--- config.mk ---
export PLATFORM = sky130hd
export DESIGN_NAME = decimal_si_prefix_formatter
export DESIGN_NICKNAME = d
export VERILOG_FILES = /design/src/sv/sipf_pkg.sv /design/src/sv/sipf_front.sv /design/src/sv/sipf_queue.sv /design/src/sv/sipf_back.sv /design/src/sv/decimal_si_prefix_formatter.sv
export SDC_FILE = /design/constraint.sdc
export NUM_CORES = 1
export LEC_CHECK = 0
export ABC_AREA = 1
export BUFFER_PORTS_ARGS = -buffer_cell sky130_fd_sc_hd__buf_2
export CORE_MARGIN = 5
export CORE_UTILIZATION = 45
export DETAILED_ROUTE_END_ITERATION = 8
export PLACE_DENSITY = 0.71
export SLEW_MARGIN = 20
export SYNTH_ARGS = -nofsm -noshare
export SYNTH_HDL_FRONTEND = slang
export SYNTH_SLANG_ARGS = --single-unit
--- constraint.sdc ---
create_clock -name i_clk -period 4.1 [get_ports i_clk]
set_input_delay 0.41 -clock i_clk [delete_from_list [all_inputs] [get_ports i_clk]]
set_output_delay 0.41 -clock i_clk [all_outputs]
set_load 0.1 [all_outputs]
--- src/sv/sipf_pkg.sv ---
// ============================================================================
// sipf_pkg - shared types and constants for the SI prefix formatter
// Beat structs for both channels, the job record passed from the front end
// to the character sequencer, and the ASCII codes that are emitted.
// ============================================================================
package sipf_pkg;

    // Decimal digit positions of a 32-bit value
    localparam int unsigned NUM_DIGITS = 10;
    localparam int unsigned BCD_W      = 4 * NUM_DIGITS;
    localparam int unsigned BIN_W      = 32;
    localparam int unsigned BITS_PER_STEP = 4;
    localparam int unsigned CONV_STEPS    = BIN_W / BITS_PER_STEP;

    // Exponents at which a thousands group ends
    localparam logic [3:0] EXP_GIGA = 4'd9;
    localparam logic [3:0] EXP_MEGA = 4'd6;
    localparam logic [3:0] EXP_KILO = 4'd3;

    // ASCII codes
    localparam logic [7:0] ASC_ZERO  = 8'h30;
    localparam logic [7:0] ASC_POINT = 8'h2E;
    localparam logic [7:0] ASC_G     = 8'h47;
    localparam logic [7:0] ASC_M     = 8'h4D;
    localparam logic [7:0] ASC_K     = 8'h6B;
    localparam logic [7:0] ASC_MILLI = 8'h6D;
    localparam logic [7:0] ASC_MICRO = 8'h75;

    typedef struct packed {
        logic [31:0] value;
        logic [3:0]  frac_digits;
        logic        scale_sign;
    } t_in_beat;

    typedef struct packed {
        logic [7:0] char_code;
        logic       last;
    } t_out_beat;

    // One classified number, ready to be spelt out
    typedef struct packed {
        logic [NUM_DIGITS-1:0][3:0] digits;   // BCD, index = decimal exponent
        logic [3:0]                 top;      // first digit position
        logic [3:0]                 stop;     // last digit position
        logic                       has_pnt;
        logic [3:0]                 pnt_pos;  // point follows this position
        logic                       has_unit;
        logic [7:0]                 unit_ch;
    } t_job;

    typedef struct packed {
        logic full;
        logic empty;
    } t_q_stat;

endpackage

--- src/sv/sipf_front.sv ---
// ============================================================================
// sipf_front - binary to BCD conversion and classification
// Double-dabble, four bits a cycle, then a push state that finds the leading
// digit, the thousands group, the point and the suffix, and queues the job.
// ============================================================================
module sipf_front
    import sipf_pkg::*;
(
    input  logic     i_clk,
    input  logic     i_rst_n,
    input  logic     start,
    output logic     busy,
    input  t_in_beat i_item,
    input  t_q_stat  i_q_stat,
    output logic     o_push,
    output t_job     o_job
);

    typedef enum logic [2:0] {
        F_IDLE = 3'b001,
        F_CONV = 3'b010,
        F_PUSH = 3'b100
    } t_fstate;

    t_fstate            r_state, n_state;
    logic [2:0]         r_cnt;
    logic [BIN_W-1:0]   r_bin;
    logic [BCD_W-1:0]   r_bcd;
    logic [3:0]         r_frac;
    logic               r_sign;

    logic [BCD_W-1:0]   bcd_nx;
    logic               accept;

    // add-3 correction on every digit, then shift one bit in
    function automatic logic [BCD_W-1:0] dd_step(input logic [BCD_W-1:0] b,
                                                 input logic bit_in);
        logic [BCD_W-1:0] t;
        t = b;
        for (int k = 0; k < NUM_DIGITS; k++) begin
            if (t[k*4 +: 4] >= 4'd5) begin
                t[k*4 +: 4] = t[k*4 +: 4] + 4'd3;
            end
        end
        return {t[BCD_W-2:0], bit_in};
    endfunction

    always_comb begin
        bcd_nx = r_bcd;
        for (int j = 0; j < BITS_PER_STEP; j++) begin
            bcd_nx = dd_step(bcd_nx, r_bin[BIN_W-1-j]);
        end
    end

    assign busy   = !((r_state == F_IDLE) || ((r_state == F_PUSH) && !i_q_stat.full));
    assign accept = start && !busy;
    assign o_push = (r_state == F_PUSH) && !i_q_stat.full;

    // classification of the finished conversion
    logic [3:0] top, grp, fr, eff;
    logic       has_grp;

    always_comb begin
        o_job        = '0;
        o_job.digits = r_bcd;
        top = 4'd0;
        for (int k = 0; k < NUM_DIGITS; k++) begin
            if (r_bcd[k*4 +: 4] != 4'd0) begin
                top = 4'(k);
            end
        end
        has_grp = 1'b1;
        if (top >= EXP_GIGA) begin
            grp = EXP_GIGA;
        end else if (top >= EXP_MEGA) begin
            grp = EXP_MEGA;
        end else if (top >= EXP_KILO) begin
            grp = EXP_KILO;
        end else begin
            grp     = 4'd0;
            has_grp = 1'b0;
        end
        // single leading digit with no fraction asked: show one anyway
        fr  = ((r_frac == 4'd0) && (top == grp)) ? 4'd1 : r_frac;
        eff = (fr > grp) ? grp : fr;

        o_job.top     = top;
        o_job.pnt_pos = grp;
        o_job.has_pnt = has_grp && (eff != 4'd0);
        o_job.stop    = has_grp ? (grp - eff) : 4'd0;
        o_job.has_unit = 1'b0;
        o_job.unit_ch  = ASC_G;
        if (has_grp) begin
            case (grp)
                EXP_GIGA: begin
                    o_job.has_unit = !r_sign;
                    o_job.unit_ch  = ASC_G;
                end
                EXP_MEGA: begin
                    o_job.has_unit = 1'b1;
                    o_job.unit_ch  = r_sign ? ASC_MILLI : ASC_M;
                end
                default: begin
                    o_job.has_unit = 1'b1;
                    o_job.unit_ch  = r_sign ? ASC_MICRO : ASC_K;
                end
            endcase
        end
    end

    always_comb begin
        n_state = r_state;
        case (r_state)
            F_IDLE: begin
                if (accept) n_state = F_CONV;
            end
            F_CONV: begin
                if (r_cnt == 3'(CONV_STEPS - 1)) n_state = F_PUSH;
            end
            F_PUSH: begin
                if (accept) begin
                    n_state = F_CONV;
                end else if (o_push) begin
                    n_state = F_IDLE;
                end
            end
            default: n_state = F_IDLE;
        endcase
    end

    always_ff @(posedge i_clk) begin
        if (!i_rst_n) begin
            r_state <= F_IDLE;
            r_cnt   <= 3'd0;
        end else begin
            r_state <= n_state;
            if (accept) begin
                r_cnt <= 3'd0;
            end else if (r_state == F_CONV) begin
                r_cnt <= r_cnt + 3'd1;
            end
        end
    end

    always_ff @(posedge i_clk) begin
        if (accept) begin
            r_bin  <= i_item.value;
            r_bcd  <= '0;
            r_frac <= i_item.frac_digits;
            r_sign <= i_item.scale_sign;
        end else if (r_state == F_CONV) begin
            r_bin <= {r_bin[BIN_W-1-BITS_PER_STEP:0], {BITS_PER_STEP{1'b0}}};
            r_bcd <= bcd_nx;
        end
    end

endmodule

--- src/sv/sipf_queue.sv ---
// ============================================================================
// sipf_queue - two-entry job queue
// Decouples the converter from the character sequencer.
// ============================================================================
module sipf_queue
    import sipf_pkg::*;
(
    input  logic    i_clk,
    input  logic    i_rst_n,
    input  logic    i_push,
    input  t_job    i_job,
    input  logic    i_pop,
    output t_job    o_job,
    output t_q_stat o_stat
);

    t_job       r_mem [2];
    logic       r_wr, r_rd;
    logic [1:0] r_cnt;
    logic       do_push, do_pop;

    assign o_stat.full  = (r_cnt == 2'd2);
    assign o_stat.empty = (r_cnt == 2'd0);
    assign do_push = i_push && !o_stat.full;
    assign do_pop  = i_pop && !o_stat.empty;
    assign o_job   = r_mem[r_rd];

    always_ff @(posedge i_clk) begin
        if (!i_rst_n) begin
            r_wr  <= 1'b0;
            r_rd  <= 1'b0;
            r_cnt <= 2'd0;
        end else begin
            if (do_push) r_wr <= !r_wr;
            if (do_pop)  r_rd <= !r_rd;
            r_cnt <= r_cnt + {1'b0, do_push} - {1'b0, do_pop};
        end
    end

    always_ff @(posedge i_clk) begin
        if (do_push) r_mem[r_wr] <= i_job;
    end

endmodule

--- src/sv/sipf_back.sv ---
// ============================================================================
// sipf_back - character sequencer
// Walks one job's digits, point and suffix, one character a cycle, through
// a registered output.
// ============================================================================
module sipf_back
    import sipf_pkg::*;
(
    input  logic      i_clk,
    input  logic      i_rst_n,
    input  t_job      i_job,
    input  t_q_stat   i_q_stat,
    output logic      o_pop,
    output logic      o_strobe,
    output t_out_beat o_result
);

    typedef enum logic [3:0] {
        S_IDLE  = 4'b0001,
        S_DIGIT = 4'b0010,
        S_POINT = 4'b0100,
        S_UNIT  = 4'b1000
    } t_bstate;

    t_bstate    r_state, n_state;
    t_job       r_job, n_job;
    logic [3:0] r_pos, n_pos;
    logic       r_strobe, n_strobe;
    t_out_beat  r_out, n_out;
    logic       finish;

    always_comb begin
        n_state  = r_state;
        n_job    = r_job;
        n_pos    = r_pos;
        n_strobe = 1'b0;
        n_out    = '0;
        finish   = 1'b0;
        o_pop    = 1'b0;
        case (r_state)
            S_IDLE: ;
            S_DIGIT: begin
                n_strobe        = 1'b1;
                n_out.char_code = ASC_ZERO | {4'd0, r_job.digits[r_pos]};
                if (r_job.has_pnt && (r_pos == r_job.pnt_pos)) begin
                    n_state = S_POINT;
                    n_pos   = r_pos - 4'd1;
                end else if (r_pos == r_job.stop) begin
                    if (r_job.has_unit) begin
                        n_state = S_UNIT;
                    end else begin
                        n_out.last = 1'b1;
                        finish     = 1'b1;
                    end
                end else begin
                    n_pos = r_pos - 4'd1;
                end
            end
            S_POINT: begin
                n_strobe        = 1'b1;
                n_out.char_code = ASC_POINT;
                n_state         = S_DIGIT;
            end
            S_UNIT: begin
                n_strobe        = 1'b1;
                n_out.char_code = r_job.unit_ch;
                n_out.last      = 1'b1;
                finish          = 1'b1;
            end
            default: n_state = S_IDLE;
        endcase
        // next job starts straight after the last character
        if ((r_state == S_IDLE) || finish) begin
            if (!i_q_stat.empty) begin
                o_pop   = 1'b1;
                n_job   = i_job;
                n_pos   = i_job.top;
                n_state = S_DIGIT;
            end else begin
                n_state = S_IDLE;
            end
        end
    end

    always_ff @(posedge i_clk) begin
        if (!i_rst_n) begin
            r_state  <= S_IDLE;
            r_strobe <= 1'b0;
        end else begin
            r_state  <= n_state;
            r_strobe <= n_strobe;
        end
    end

    always_ff @(posedge i_clk) begin
        r_job <= n_job;
        r_pos <= n_pos;
        r_out <= n_out;
    end

    assign o_strobe = r_strobe;
    assign o_result = r_out;

endmodule

--- src/sv/decimal_si_prefix_formatter.sv ---
// ============================================================================
// decimal_si_prefix_formatter - unsigned value to engineering-notation ASCII
// Prints a 32-bit value as digits, optional point and fraction, and an SI
// prefix letter where one applies, one character per output beat.
// ============================================================================
// Usage:
//   Input: drive i_item and raise start; the beat is taken on a rising edge
//   with start high and busy low. busy drops again once the converter can
//   take a further number, normally while earlier numbers are still being
//   printed.
//   Output: o_strobe marks each character on o_result for one cycle; the
//   final character of a number carries last. The receiver cannot stall, so
//   characters leave at one per cycle with no gaps inside a number.
//   Path: double-dabble conversion (four bits per cycle), then classify and
//   queue push, then sequencer load, then the output register, after which
//   the first character appears. A full queue holds the push.
//   The converter's eight steps plus its queue push are spent on each number,
//   and it takes the next one in its push state; a number is 1..12 characters.
//   A two-entry job queue sits between converter and sequencer so that a
//   long number being printed does not hold up conversion of the next.
//   Zero prints '0'. Below 1000 only the digits are sent.
//   Reset (synchronous, i_rst_n low) empties the queue and idles both
//   halves; no output strobe is raised until a new beat arrives.
// ============================================================================
module decimal_si_prefix_formatter
    import sipf_pkg::*;
(
    input  logic      i_clk,
    input  logic      i_rst_n,
    input  logic      start,
    output logic      busy,
    input  t_in_beat  i_item,
    output logic      o_strobe,
    output t_out_beat o_result
);

    t_job    push_job, head_job;
    logic    push, pop;
    t_q_stat q_stat;

    // converter and classifier
    sipf_front u_front (
        .i_clk    (i_clk),
        .i_rst_n  (i_rst_n),
        .start    (start),
        .busy     (busy),
        .i_item   (i_item),
        .i_q_stat (q_stat),
        .o_push   (push),
        .o_job    (push_job)
    );

    // decoupling queue
    sipf_queue u_queue (
        .i_clk   (i_clk),
        .i_rst_n (i_rst_n),
        .i_push  (push),
        .i_job   (push_job),
        .i_pop   (pop),
        .o_job   (head_job),
        .o_stat  (q_stat)
    );

    // character sequencer with registered output beat
    sipf_back u_back (
        .i_clk    (i_clk),
        .i_rst_n  (i_rst_n),
        .i_job    (head_job),
        .i_q_stat (q_stat),
        .o_pop    (pop),
        .o_strobe (o_strobe),
        .o_result (o_result)
    );

endmodule
== Word level (Yosys, flattened, before mapping) ==
Memory sizes are Yosys's and may differ from the RTL's. A register that Yosys moved wholly into a read port is not among the register bits.
Index checks and enable logic that the tools add are counted.
Operators by class
  bitwise logic cells: 2
  multiplexer cells: 94
  add/subtract/negate cells: 45
  eq/ne operators: 20
  order comparisons: 45
  reduce and logical (&&, ||, !) cells: 34
Operators by type and width (count)
  4-bit 2-to-1 mux: 53
  4-bit by 3-bit greater-or-equal comparator with 1-bit output, second input constant: 41
  4-bit by 2-bit adder with 4-bit output, second input constant: 36
  32-bit 2-to-1 mux: 2
  4-bit nonzero test: 10
  3-bit 2-to-1 mux: 12
  8-bit one-hot mux with 3 select lines: 1
  9-bit one-hot mux with 2 select lines: 1
  4-bit binary-select mux with 4-bit select: 1
  1-bit 2-to-1 mux: 14
  3-bit by 2-bit adder with 3-bit output, second input constant: 4
  4-bit == test: 3
  4-bit one-hot mux with 3 select lines: 1
  9-bit 2-to-1 mux: 1
  3-bit one-hot mux with 3 select lines: 1
  4-bit by 3-bit == test with 1-bit output, second input constant: 2
  4-bit == test, second input constant: 2
  2-bit 2-to-1 mux: 4
  4-bit by 1-bit inequality test with 1-bit output, second input constant: 2
  1-bit logical AND: 7
  3-bit == test, second input constant: 2
  1-bit zero test: 6
  6-bit 2-to-1 mux: 1
  2-bit by 1-bit inequality test with 1-bit output, second input constant: 3
  other kinds (26): 30
Word-level totals
  flip-flop bits (word level): 163
  output and inout bits: 11
  word-level logic and storage cells: 270
  input port bits: 40
  memories: 1
  bits in writable memories: 124
Memories
  u_queue.r_mem: words 2, bits a word 62, rd ports 1, clocked after Yosys merged registers in 1, write ports 1, line sipf_queue.sv:17  | t_job r_mem [2];

== Longest topological paths before layout ==
Gate-level depths: netlist of the first run.
  depth in word-level cells: 21
  depth in mapped cells: 35
  mapped depth without buffers: 35

== Cells and area by module ==
From an unflattened synthesis of the first run, not the netlist that was laid out.
Second synthesis, totals
  cells, all modules: 1828
  area, all modules: 16439.5 µm²
By module, submodules not included
  sipf_front: area an instance 8325.5 µm², cells an instance 1339, sequential area each 2031.9 µm², instances 1
  sipf_queue: area an instance 5026.1 µm², cells an instance 231, sequential area each 3823.7 µm², instances 1
  sipf_back: area an instance 3088.0 µm², cells an instance 258, sequential area each 2102.0 µm², instances 1

== Worst setup path after synthesis of the first run ==
Ideal clock, no wire load.
  kind: register -> register
  start point: register u_front.r_state[2]
  end point: memory u_queue.r_mem[1][10] (netlist name) (enable)
  setup time: 0.478 ns
  path buffers: 0
  clock period less this slack: 3.761 ns
  setup slack: 0.339 ns
  stages on the path, launching flop included: 7
  arrival time: 3.283 ns
  data required time: 3.622 ns
  cells stage by stage: dfxtp_1 -> inv_1 -> nor3_1 -> inv_1 -> nor2_1 -> inv_2 -> nor2_1
Between the ends
  cells in the longest elaborated chain, start to end: 5
Ends and longest elaborated chain
  start: declaration: line sipf_front.sv:25  | t_fstate r_state, n_state;
  start signal: assignment: line sipf_front.sv:136  | r_state <= n_state;
  3-bit == test: line sipf_front.sv:57  | assign o_push = (r_state == F_PUSH) && !i_q_stat.full;
  1-bit logical AND: line sipf_front.sv:57
  1-bit logical AND: line sipf_queue.sv:24  | assign do_push = i_push && !o_stat.full;
  net u_queue.do_push: line sipf_queue.sv:20  | logic do_push, do_pop;
  1-bit 2-to-1 mux: line sipf_queue.sv:41  | if (do_push) r_mem[r_wr] <= i_job;
  1-bit 2-to-1 mux (not written as such): line sipf_queue.sv:41
  end: declaration: line sipf_queue.sv:17
The timed path passes the listed nets, and every way through them passes these cells.

==> out/results.env, run 1 <==
SETUP_VIOL_COUNT_FINAL=0
SYNTH_AREA_LEADER_CELL='edfxtp_1'
DRT-WIRELENGTH-PER-CELL_MICRONS=13.5
SYNTH.NET_COUNT=1998
CORE_AREA_SQ_UM=34500
CHIPWIDTH_MICRONS=197
DETAILED_PLACE.AREA_SQ_UM=16500
SYNTH.AVG_CELL_AREA_SQ_UM=8.45
VIA_COUNT=12000
HOLDWS_NS=0.0256
ANTENNA_FOUND_INITIAL=0
ENDPOINT_KIND='flop'
COUNT_OF_UNRESOLVED_DRC_VIOLATIONS_AFTER_ROUTING=0
TIMING.SLEW.HEADROOM_PCT=27.7
REGTOREGSETUPSLACK_NS=0.35
ACHIEVABLE-FREQUENCY_GHz=0.266
LAYOUT.CELLS.NON_FILLER=2402
SYNTH.YOSYS.SEQ_AREA_SHARE_PCT=48.7
SYNTHESIS_STAGE_REGISTER_BIT_COUNT=278
POWER_LEAKAGE_uW=0.00844
CHIPHEIGHT_MICRONS=197
TRITONCTS_BUFFER_COUNT=29
CLKSLEWWORSTSETUPHOLDPATHS_NS=0.07
FINAL_ANTENNA_NET_COUNT=0
FIN_CRIT_NS=3.75
VIAS_PER_CELL=5.01
POSTSYNTHCELLCOUNT=1863
MAXIMUM_NUMBER_OF_PINS_ON_ONE_NET_BEFORE_GLOBAL_ROUTE_REPAIR=60
SYNTH_TOP_CELLS_BY_AREA='edfxtp_1 40%, nand2_1 15%, dfxtp_1 8.6%'
CELL_AREA_AFTER_TECHNOLOGY_MAPPING_SQ_UM=15700
GR-USAGE-ALL-LAYERS_PCT=16.7
WORST_SETUP_PATH_START_KIND='flop'
STARTING_DRC_COUNT_IN_DETAILED_ROUTING=742
CLOCKROOTBUFFER='clkbuf_16'
FINAL_HOLD_VIOL_COUNT=0
DESIGN_POWER_TOTAL_uW=13900
HOLDCRITSTARTPOINT='i_item[0]'
CTS.HTREE.LEVELS=1
NUM_IO_PINS=51
FIN_NETS=2060
FINISH.INSTANCE_AREA_SQ_UM=17600
SYNTH_TOP_FLOP_CELL='edfxtp_1'
INITIAL_CORE_UTIL_PCT=45.6
HOLDPATHEND='u_front.r_sign$_DFFE_PP_'
WIRELENGTH_MICRONS=32400
CTS_BUFFER_DEPTH=3
PERIOD_SHARE_PCT=91.6
RESULT_OF_THE_RUN='complete, no violations'
CRITICAL_PATH_CLASS='flop to flop'
DIODES_INSERTED=0
ROWS=68
FINALCLOCKSKEW_NS=0.0199
REGTOREGSTARTPOINT='u_front.r_bcd[17]$_SDFFE_PP0P_'
CTS_TREE='yes'
ASYNC_FLOP_SHARE_PCT=0
GRT_FIRST_PASS_WIRELENGTH_MICRONS=54400
DIE-AREA_SQ_UM=38800
GRT_PASS1_VIAS=11600
NUMBER_OF_LIBRARY_CELL_TYPES_MAPPED_BY_SYNTHESIS=54
CRITICAL_PATH_STARTPOINT='u_front.r_bcd[17]$_SDFFE_PP0P_'
POST_ROUTE_CELLS_DRIVE_ABOVE_1_SHARE_PCT=17.7
CTS_SINKS=278
SYNTH_TOP_AREA_SHARE_PCT=40.0
CP.ARRIVAL_NS=4.06
CELLPOWERDENSITY_nW_PER_UM2=787
MIN_DELAY_PATH_DEPTH=1
SLEW_VIOL_FINAL=0
TIMING.MAX_CAP.VIOLATIONS=0
CRITPATHREQUIREDTIME_NS=4.41
CRIT_FANOUT=6
HOLD_CLASS='input pin to flop'
WORST_SKEW_PAIR.LATE_LATENCY_NS=0.56
CELL_COUNT_AFTER_PLACEMENT=2344
WORST_PIN_SLEW_NS=1.08
PLACE.PORT_BUFFERS=49
AREAGROWTHSYNTHTOFINISH_PCT=11.9
ENDPOINT_OF_THE_WORST_REGISTER_TO_REGISTER_PATH='u_queue.r_mem[0][16]$_DFFE_PP_'
YS_WARN_COUNT=0
SYNTH-EDFF-COUNT=210
WORST_IR_DROP_VDD_mV=0.385
DPL.HPWL_MICRONS=23300
R2R_CELLS=24
DRT_PASS1_ITERATIONS=5
GRT_OVERFLOW=0
GLOBALPLACE.CONGESTION=0.840
==> synthesized netlist by cell type, types with 2 or more instances <==
cell	number
a21oi_1	30
a21oi_2	4
a31oi_1	3
a32o_1	4
and2_1	3
and2_4	2
buf_1	2
buf_2	5
buf_4	2
clkbuf_1	29
dfxtp_1	68
edfxtp_1	210
ha_1	94
inv_1	211
inv_2	49
nand2_1	620
nand2_2	55
nand2_4	2
nand3_1	119
nand3_2	23
nand3b_1	8
nand4_1	9
nor2_1	101
nor2_2	4
nor2_4	3
nor3_1	5
nor3_2	2
o211ai_1	11
o21ai_0	56
o21ai_1	39
o21ai_2	30
o221ai_1	8
o22ai_1	6
or2_1	2
or2_2	8
xnor2_1	2
xor2_1	17
==> flip-flops by register name, indices dropped and copies added (netlist names), named ones only <==
register and flops:
u_back.o_result 8, u_back.o_strobe 1, u_back.r_job 55, u_back.r_pos 4
u_back.r_state 4, u_front.r_bcd 40, u_front.r_bin 32, u_front.r_cnt 3
u_front.r_frac 4, u_front.r_sign 1, u_front.r_state 3, u_queue.r_cnt 2
u_queue.r_mem 118, u_queue.r_rd 1, u_queue.r_wr 1
==> worst max-delay path, cell delays in order (launching register included) <==
cell and delay, ns:
dfxtp_1 0.34, inv_1 0.14, ha_2 0.20, nand2_1 0.07, nor2_1 0.20, nand2_1 0.14, inv_2 0.08, nand2_1 0.05
nand2_1 0.09, nand3_1 0.10, nand2_2 0.13, nand2_2 0.13, ha_1 0.34, inv_1 0.06, nor2_1 0.03, o21ai_0 0.14
nand2_1 0.09, nand2_2 0.10, nand3_1 0.09, nand2_1 0.09, inv_1 0.05, ha_1 0.20, fa_1 0.40, xor2_1 0.16
nor2_1 0.07
==> through the flow <==
step,setup WS [ns],utilization (%),setup TNS [ns]
after CTS,0.140,50.5,0
after global placement,0.344,47.9,0
after global routing,-0.0360,51.0,-0.0762
after floorplan,0.339,-,0
after detailed placement,0.161,47.9,0
final,0.346,51.0,0
==> cell type report <==
class / count / area, sq um
Timing Repair Buffer: 69 / 400
Inverter: 262 / 986
Clock buffer: 34 / 754
Clock inverter: 19 / 139
Multi-Input combinational cell: 1285 / 7090
Fill cell: 3183 / 16900
Tap cell: 455 / 569
Sequential cell: 278 / 7690
==> cell usage in the layout, fill, tap and decap left out, drive strengths merged, types with 2 or more instances in the layout <==
cell,instances
buf,67
nand3b,9
clkbuf,34
o211ai,11
a32o,4
clkinvlp,5
nor3,7
inv,263
ha,94
edfxtp,210
dfxtp,68
xnor2,3
xor2,19
a21oi,34
o22ai,6
nand4,9
o21ai,125
a31oi,4
o221ai,8
and2,5
nand2,677
dlygate4sd3,2
nor2,108
clkinv,12
or2,11
nand3,143
==> cells by family after synthesis <==
kind of cell	synth area share, %
and+or+nand+nor	27.1
buffers and inverters	7.25
DFF	48.7
AOI/OAI and AO/OA	7.73
adders and majority gates	7.60
xor gates and xnor gates	1.51
other	0.0238
muxes	0.0636
==> worst max-delay path by stage <==
| stage | end | slack [ns] | depth (start not counted) |
|---|---|---|---|
| after floorplan | u_queue.r_mem[1][10]$_DFFE_PP_ | 0.34 | 6 |
| after global placement | u_front.r_bcd[34]$_SDFFE_PP0P_ | 0.34 | 27 |
| after detailed placement | u_front.r_bcd[34]$_SDFFE_PP0P_ | 0.16 | 27 |
| after CTS | u_front.r_bcd[34]$_SDFFE_PP0P_ | 0.14 | 27 |
| after global routing | u_front.r_bcd[18]$_SDFFE_PP0P_ | -0.04 | 30 |
| final | u_queue.r_mem[0][16]$_DFFE_PP_ | 0.35 | 24 |
==> power breakdown <==
| part | switching (uW) | internal [uW] | total, uW |
|---|---|---|---|
| clock | 1090 | 1380 | 2470 |
| combinational | 4960 | 2370 | 7340 |
| sequential | 260 | 3810 | 4070 |
==> routing by layer <==
metal  vias to the layer above  GRT usage, %  share of wire (%)
met5                         -             0                  0
met4                         0          3.52                1.7
met3                        53          2.75                5.2
met2                       231          28.7                 48
met1                      5570          22.5                 46
li1                       6171             -                  -
==> timing repair <==
action,in CTS,in global routing
hold buffers,2,0
buffers inserted,0,3
setup endpoints to repair,0,29
gates resized for setup,0,49
hold endpoints to repair,2,0
Note: power is estimated with default switching activity, not from simulation.
==> run 2: changes to the inputs <==
--- a/config.mk
+++ b/config.mk
@@ -7,10 +7,11 @@
 export LEC_CHECK = 0
 export ABC_AREA = 1
 export BUFFER_PORTS_ARGS = -buffer_cell sky130_fd_sc_hd__buf_2
+export CAP_MARGIN = 25
 export CORE_MARGIN = 5
 export CORE_UTILIZATION = 45
+export CTS_CLUSTER_DIAMETER = 120
 export DETAILED_ROUTE_END_ITERATION = 8
-export PLACE_DENSITY = 0.71
 export SLEW_MARGIN = 20
 export SYNTH_ARGS = -nofsm -noshare
 export SYNTH_HDL_FRONTEND = slang
==> run 2 against run 1 <==
Routed wire length grew 2.0%; utilization increased by 0.31 points; critical path depth up 3; clock skew is 0.00082 ns higher; sequential share of layout area is 0.27 points lower; count of clock-buffer cells in the layout rose by 9; design area grew 0.61%; maximum frequency is 2.2% lower; combinational power barely moved; register-to-register slack got worse by 0.09 ns; highest routed layer unchanged; non-clock buffer count rose by 1; via count fell by 1.0%.
==> out/results.env, run 2 (same netlist as run 1, synthesis figures left out) <==
RESULT_OF_THE_RUN='complete, no violations'
CTS_TREE='yes'
GRT_FIRST_PASS_WIRELENGTH_MICRONS=54400
ACHIEVABLE-FREQUENCY_GHz=0.260
MAX_STAGE_DELAY_NS=0.39
HIGHEST_LAYER='met4'
CRITPATHREQUIREDTIME_NS=4.55
DETAIL_ROUTE.WIRELENGTH.MET1_MICRONS=15500
TIMING.SLEW.HEADROOM_PCT=35.7
FIN_NETS=2062
CRITICAL_PATH.SLOWEST_CELL='dfxtp_1'
GLOBALPLACE.CONGESTION=0.821
DR_WL_MET3_MICRONS=1520
ENDPOINT_KIND='flop'
CRITICAL_PATH_CLASS='flop to flop'
WIRELENGTH_MICRONS=33100
MOST_FLOPS_REGISTER='u_queue.r_mem'
POWER_LEAKAGE_uW=0.00848
PERIOD_SHARE_PCT=93.6
CTS_SINKS=278
GR-USAGE-ALL-LAYERS_PCT=16.9
POST_ROUTE_CELLS_DRIVE_ABOVE_1_SHARE_PCT=16.9
ANTENNA_FOUND_INITIAL=0
CTS_BUFFER_DEPTH=3
SETUP_VIOL_COUNT_FINAL=0
TIMING.MAX_CAP.VIOLATIONS=0
FINAL_ANTENNA_NET_COUNT=0
MOST_USED_CELLS_IN_THE_LAYOUT_EXCLUDING_FILL_AND_TAP_CELLS='615 x nand2_1, 210 x edfxtp_1, 205 x inv_1, 119 x nand3_1, 97 x nor2_1'
VIAS_PER_CELL=4.95
GRT_OVERFLOW=0
HOLD_CLASS='input pin to flop'
CLKSLEWWORSTSETUPHOLDPATHS_NS=0.06
CP.ARRIVAL_NS=4.29
DPL_WORST_SLACK_NS=0.137
SLEW_VIOL_FINAL=0
LARGEST_REGISTER_FFS=118
REGTOREGSTARTPOINT='u_front.r_bcd[33]$_SDFFE_PP0P_'
MET2_WIRELENGTH_MICRONS=15400
TRITONCTS_BUFFER_COUNT=30
CLOCKROOTBUFFER='clkbuf_16'
FILLER_CELL_COUNT=3239
AREAGROWTHSYNTHTOFINISH_PCT=12.6
DIODES_INSERTED=0
POST-ROUTE-WORST-SETUP-SLACK_NS=0.261
ROWS=68
DESIGN_POWER_TOTAL_uW=14000
CHIPWIDTH_MICRONS=197
GRT_PASS1_VIAS=11200
LAYOUT_TOP_REGISTERS='u_queue.r_mem: 118 flops, u_back.r_job: 55 flops, u_front.r_bcd: 40 flops'
PLACE.PORT_BUFFERS=49
LAYOUT.CELLS.MOST_COMMON='nand2_1'
WORST_SKEW_PAIR.LATE_LATENCY_NS=0.57
INITIAL_CORE_UTIL_PCT=45.6
STARTING_DRC_COUNT_IN_DETAILED_ROUTING=899
WORST_IR_DROP_VDD_mV=0.389
CRITICAL_PATH_STARTPOINT='u_front.r_bcd[33]$_SDFFE_PP0P_'
LAYOUT.CELLS.NON_FILLER=2406
DRT-WIRELENGTH-PER-CELL_MICRONS=13.8
NUM_IO_PINS=51
CHIPHEIGHT_MICRONS=197
SETUP_TNS_NS=0
FIN_CRIT_NS=3.84
DIE-AREA_SQ_UM=38800
CTS.HTREE.LEVELS=1
COUNT_OF_UNRESOLVED_DRC_VIOLATIONS_AFTER_ROUTING=0
CELLPOWERDENSITY_nW_PER_UM2=791
DRT_PASS1_ITERATIONS=7
CELL_COUNT_AFTER_PLACEMENT=2342
DPL.HPWL_MICRONS=23300
FINALCLOCKSKEW_NS=0.0208
WORST_PIN_SLEW_NS=0.964
VIA_COUNT=11900
CRIT_FANOUT=5
HOLDCRITSTARTPOINT='i_item[29]'
WORST_SETUP_PATH_START_KIND='flop'
CORE_AREA_SQ_UM=34500
FINAL_HOLD_VIOL_COUNT=0
MAXIMUM_NUMBER_OF_PINS_ON_ONE_NET_BEFORE_GLOBAL_ROUTE_REPAIR=61
==> run 2: timing repair <==
item                                   in CTS  in global routing
setup endpoints to repair                   0                 25
hold buffers                                5                  0
endpoints found under the hold margin       5                  0
gates resized for setup                     0                 42
buffers inserted                            0                  3
==> run 2: layout make-up <==
type	count	area [sq um]	area share (%)
inverters	262	986	5.56
clock buffers	43	820	4.62
repair buffers	70	453	2.55
well taps	455	569	3.21
multi-input cells	1285	7070	39.9
flip-flops and latches	278	7680	43.3
clock inverters	13	144	0.812
==> run 2: path summary, 6_finish.rpt <==
path | slack (ns) | cells after the start | to
worst max-delay path | 0.26 | 27 | u_front.r_bcd[33]$_SDFFE_PP0P_
worst min-delay path | 0.13 | 3 | u_front.r_bin[24]$_DFFE_PP_
worst min register to register | 0.46 | 0 | u_queue.r_mem[1][61]$_DFFE_PP_
worst max register to register | 0.26 | 27 | u_front.r_bcd[33]$_SDFFE_PP0P_
==> run 2: metrics by stage <==
stage | instance area, sq um | util (%) | hold WS, ns
floorplan | 15700 | - | 0.420
global placement | 16600 | 47.9 | 0.433
detailed placement | 16600 | 47.9 | 0.442
CTS | 17600 | 50.9 | 0.104
global route | 17700 | 51.3 | 0.106
finish | 17700 | 51.3 | 0.128
==> run 2: where the power goes <==
group,internal [uW],switching (uW),total (uW)
clock network,1520,1090,2610
logic,2370,4970,7340
registers,3800,262,4070
total,7700,6320,14000
==> run 2: layer usage <==
metal / track usage, % / up-vias
li1: - / 6181
met1: 23.4 / 5460
met2: 28.7 / 212
met3: 2.05 / 46
met4: 3.39 / 0
met5: 0 / -
==> run 2: critical path, delay by kind of cell, from the launching register on <==
kind	cells	cell delay, ns
buffers and inverters	6	0.47
DFF	1	0.39
xor gates and xnor gates	3	0.61
and+or+nand+nor	14	1.47
adders and majority gates	4	0.81
==> run 3: changes to the inputs <==
--- a/config.mk
+++ b/config.mk
@@ -5,7 +5,6 @@
 export SDC_FILE = /design/constraint.sdc
 export NUM_CORES = 1
 export LEC_CHECK = 0
-export ABC_AREA = 1
 export BUFFER_PORTS_ARGS = -buffer_cell sky130_fd_sc_hd__buf_2
 export CAP_MARGIN = 25
 export CORE_MARGIN = 5
==> run 3 against run 2 <==
The run now ends with negative setup slack left; die area increased by 1.9%; utilization increased by 13 points; non-clock buffer count increased by 383; synthesized area increased by 2.0%; final cell count increased by 1.4%; critical endpoint is now u_front.r_bcd[14]$_SDFFE_PP0P_; sequential power decreased by 8.8%; design area increased by 28%; global-route usage increased by 2.9 points; sequential share of layout area decreased by 9.3 points; first-iteration DRC count decreased by 21%; register-to-register slack got worse by 0.47 ns; critical path depth decreased by 1; highest routed layer unchanged.
==> out/results.env, run 3 <==
RESULT_OF_THE_RUN='finished, violations left'
VIOLATIONS='negative setup slack'
WIRELENGTH_MICRONS=41300
WORST_SETUP_PATH_START_KIND='flop'
SYNTH.AVG_CELL_AREA_SQ_UM=10.5
FINAL_HOLD_VIOL_COUNT=0
TIMING.MAX_CAP.VIOLATIONS=0
P_SW_SHARE_PCT=31.3
AREAGROWTHSYNTHTOFINISH_PCT=40.8
HOLDCRITSTARTPOINT='i_item[3]'
CRITPATHREQUIREDTIME_NS=4.51
POWER_LEAKAGE_uW=0.00929
CTS.HTREE.LEVELS=1
POST_ROUTE_CELLS_DRIVE_ABOVE_1_SHARE_PCT=45.7
CLKSLEWWORSTSETUPHOLDPATHS_NS=0.07
SYNTH_TOP_FLOP_CELL='edfxtp_1'
CTS_SINKS=278
CELLINTERNALPOWER_uW=7190
SYNTH.YOSYS.SEQ_AREA_SHARE_PCT=47.7
POST-ROUTE-WORST-SETUP-SLACK_NS=-0.208
CRITICAL_PATH_STARTPOINT='u_front.r_bcd[5]$_SDFFE_PP0P_'
VIAS_PER_CELL=5.32
NUMBER_OF_LIBRARY_CELL_TYPES_MAPPED_BY_SYNTHESIS=97
GR-USAGE-ALL-LAYERS_PCT=19.8
MOST_USED_CELLS_IN_THE_LAYOUT_EXCLUDING_FILL_AND_TAP_CELLS='379 x buf_4, 210 x edfxtp_1, 174 x nand2_1, 85 x nor2_1, 75 x inv_1'
LARGEST_REGISTER_FFS=118
GLOBALPLACE.CONGESTION=0.853
CHIPWIDTH_MICRONS=199
COUNT_OF_UNRESOLVED_DRC_VIOLATIONS_AFTER_ROUTING=0
REGTOREGSTARTPOINT='u_front.r_bcd[5]$_SDFFE_PP0P_'
MAXIMUM_NUMBER_OF_PINS_ON_ONE_NET_BEFORE_GLOBAL_ROUTE_REPAIR=66
VIA_COUNT=13000
POWER.SWITCHING_uW=3280
CORE_AREA_SQ_UM=35400
CTS_TREE='yes'
INITIAL_CORE_UTIL_PCT=45.4
YS_WARN_COUNT=0
GRT_FIRST_PASS_WIRELENGTH_MICRONS=63600
SYNTH_AREA_LEADER_CELL='edfxtp_1'
P_CLK_SHARE_PCT=27.9
FIN_CRIT_NS=4.31
CP.ARRIVAL_NS=4.72
SETUP_VIOL_COUNT_FINAL=13
CELL_AREA_AFTER_TECHNOLOGY_MAPPING_SQ_UM=16100
COMBPWRFRAC_PCT=36.7
POWER.SEQUENTIAL.FRACTION_PCT=35.4
POSTSYNTHCELLCOUNT=1524
SETUP_TNS_NS=-1.59
FINAL_ANTENNA_NET_COUNT=0
NUM_IO_PINS=51
PERIOD_SHARE_PCT=105
HOLDWS_NS=0.0294
RSZ0062_AT_GRT='true'
TOP_CELL_TYPES_BY_OCCURRENCE_AFTER_SYNTHESIS='210 x edfxtp_1, 180 x nand2_1, 112 x inv_1'
HOLD_CLASS='input pin to flop'
DRT-WIRELENGTH-PER-CELL_MICRONS=16.9
DIE-AREA_SQ_UM=39600
MOST_FLOPS_REGISTER='u_queue.r_mem'
ASYNC_FLOP_SHARE_PCT=0
SLEW_VIOL_FINAL=0
ROWS=69
TRITONCTS_BUFFER_COUNT=30
GRT_OVERFLOW=0
LAYOUT_TOP_REGISTERS='u_queue.r_mem: 118 flops, u_back.r_job: 55 flops, u_front.r_bcd: 40 flops'
CHIPHEIGHT_MICRONS=199
FIN_NETS=2090
SYNTH_TOP_AREA_SHARE_PCT=39.3
DPL.HPWL_MICRONS=27100
SYNTH.NET_COUNT=1659
CELLPOWERDENSITY_nW_PER_UM2=463
FINALCLOCKSKEW_NS=0.0102
DIODES_INSERTED=0
CRIT_FANOUT=3
DESIGN_POWER_TOTAL_uW=10500
ENDPOINT_KIND='flop'
CLOCKROOTBUFFER='clkbuf_16'
LAYOUT.CELLS.MOST_COMMON='buf_4'
GRT_PASS1_VIAS=12800
SYNTH_TOP_CELLS_BY_AREA='edfxtp_1 39%, dfxtp_1 8.5%, ha_1 7.3%'
DRT_PASS1_ITERATIONS=5
TIMING.SLEW.HEADROOM_PCT=40.9
CTS_BUFFER_DEPTH=3
PLACE.PORT_BUFFERS=49
WORST_SKEW_PAIR.LATE_LATENCY_NS=0.56
ACHIEVABLE-FREQUENCY_GHz=0.232
WORST_IR_DROP_VDD_mV=0.771
SYNTHESIS_STAGE_REGISTER_BIT_COUNT=278
WORST_PIN_SLEW_NS=0.886
ANTENNA_FOUND_INITIAL=0
SYNTH-EDFF-COUNT=210
STARTING_DRC_COUNT_IN_DETAILED_ROUTING=707
CRITICAL_PATH_CLASS='flop to flop'
YOSYSMOSTFREQUENTCELL='edfxtp_1'
## run 3: worst paths after layout
path,endpoint,slack [ns],depth (start not counted)
max,u_front.r_bcd[14]$_SDFFE_PP0P_,-0.21,26
min reg2reg,u_front.r_cnt[2]$_SDFFE_PP0P_,0.46,2
min,u_front.r_frac[2]$_DFFE_PP_,0.03,1
max reg2reg,u_front.r_bcd[14]$_SDFFE_PP0P_,-0.21,26
## run 3: per-stage QoR
step | setup slack (ns) | utilization [%] | area (sq um) | instances
floorplan | -0.277 | - | 16500 | 1524
global placement | -0.347 | 54.3 | 19200 | 2262
detailed placement | -0.464 | 54.3 | 19200 | 2262
CTS | -0.192 | 61.6 | 21800 | 2401
global route | -0.464 | 63.9 | 22600 | 2439
finish | -0.208 | 63.9 | 22600 | 2439
## run 3: logic make-up (layout without fill, tap and decap cells)
| family | count (synthesis) | in the layout | share of synthesized area, % |
|---|---|---|---|
| simple gates | 494 | 494 | 15.2 |
| compound gates | 305 | 305 | 13.2 |
| flops | 278 | 278 | 47.7 |
| buf+inv | 169 | 623 | 4.21 |
| mux | 133 | 133 | 9.53 |
| fa+ha+maj | 95 | 95 | 7.45 |
| xor+xnor | 49 | 49 | 2.72 |
| other cells | 1 | 1 | 0.0234 |
## run 3: cell type report
cell class | instances | area (sq um)
fillers | 2700 | 12800
multi-input cells | 1077 | 9420
flip-flops and latches | 278 | 7710
repair buffers | 453 | 3390
clock buffers | 35 | 790
well taps | 461 | 577
inverters | 115 | 454
clock inverters | 20 | 285
## run 3: metal layers
metal	part of all wire, %	vias to the layer above	global-route usage [%]
li1	-	6380	-
met1	44	6270	25.9
met2	49	242	34.8
met3	3.4	74	2.63
met4	2.9	0	5.04
met5	0	-	0
## run 3: worst max-delay path, stage by stage (launching register included)
cell,delay (ns)
dfxtp_2,0.33
inv_2,0.06
ha_4,0.16
buf_6,0.11
and2b_1,0.17
nor3_2,0.22
buf_4,0.14
buf_4,0.09
buf_4,0.09
buf_4,0.09
buf_4,0.09
a221oi_1,0.05
or4b_4,0.58
nand2_2,0.10
inv_1,0.05
ha_2,0.20
nand2b_4,0.08
nand3_2,0.06
mux2i_2,0.22
nand2b_4,0.18
xor2_2,0.17
inv_2,0.08
ha_4,0.16
nand2b_4,0.14
a31oi_4,0.21
mux2i_1,0.24
o22ai_1,0.10
## run 3: timing repair
action	CTS	global route
gates resized for setup	210	111
pin swaps	112	106
cloned	0	0
setup buffers	87	39
endpoints found under the setup margin	38	43
hold endpoints to repair	1	0
hold buffers	1	0
## run 3: power by group through the flow
stage	Sequential, uW	Clock (uW)	Combinational (uW)
after detailed placement	3770	0	3230
final	3710	2920	3840
after global routing	3750	3090	4170
after floorplan	3630	0	2240
after CTS	3720	2980	3610
after global placement	3770	0	3170
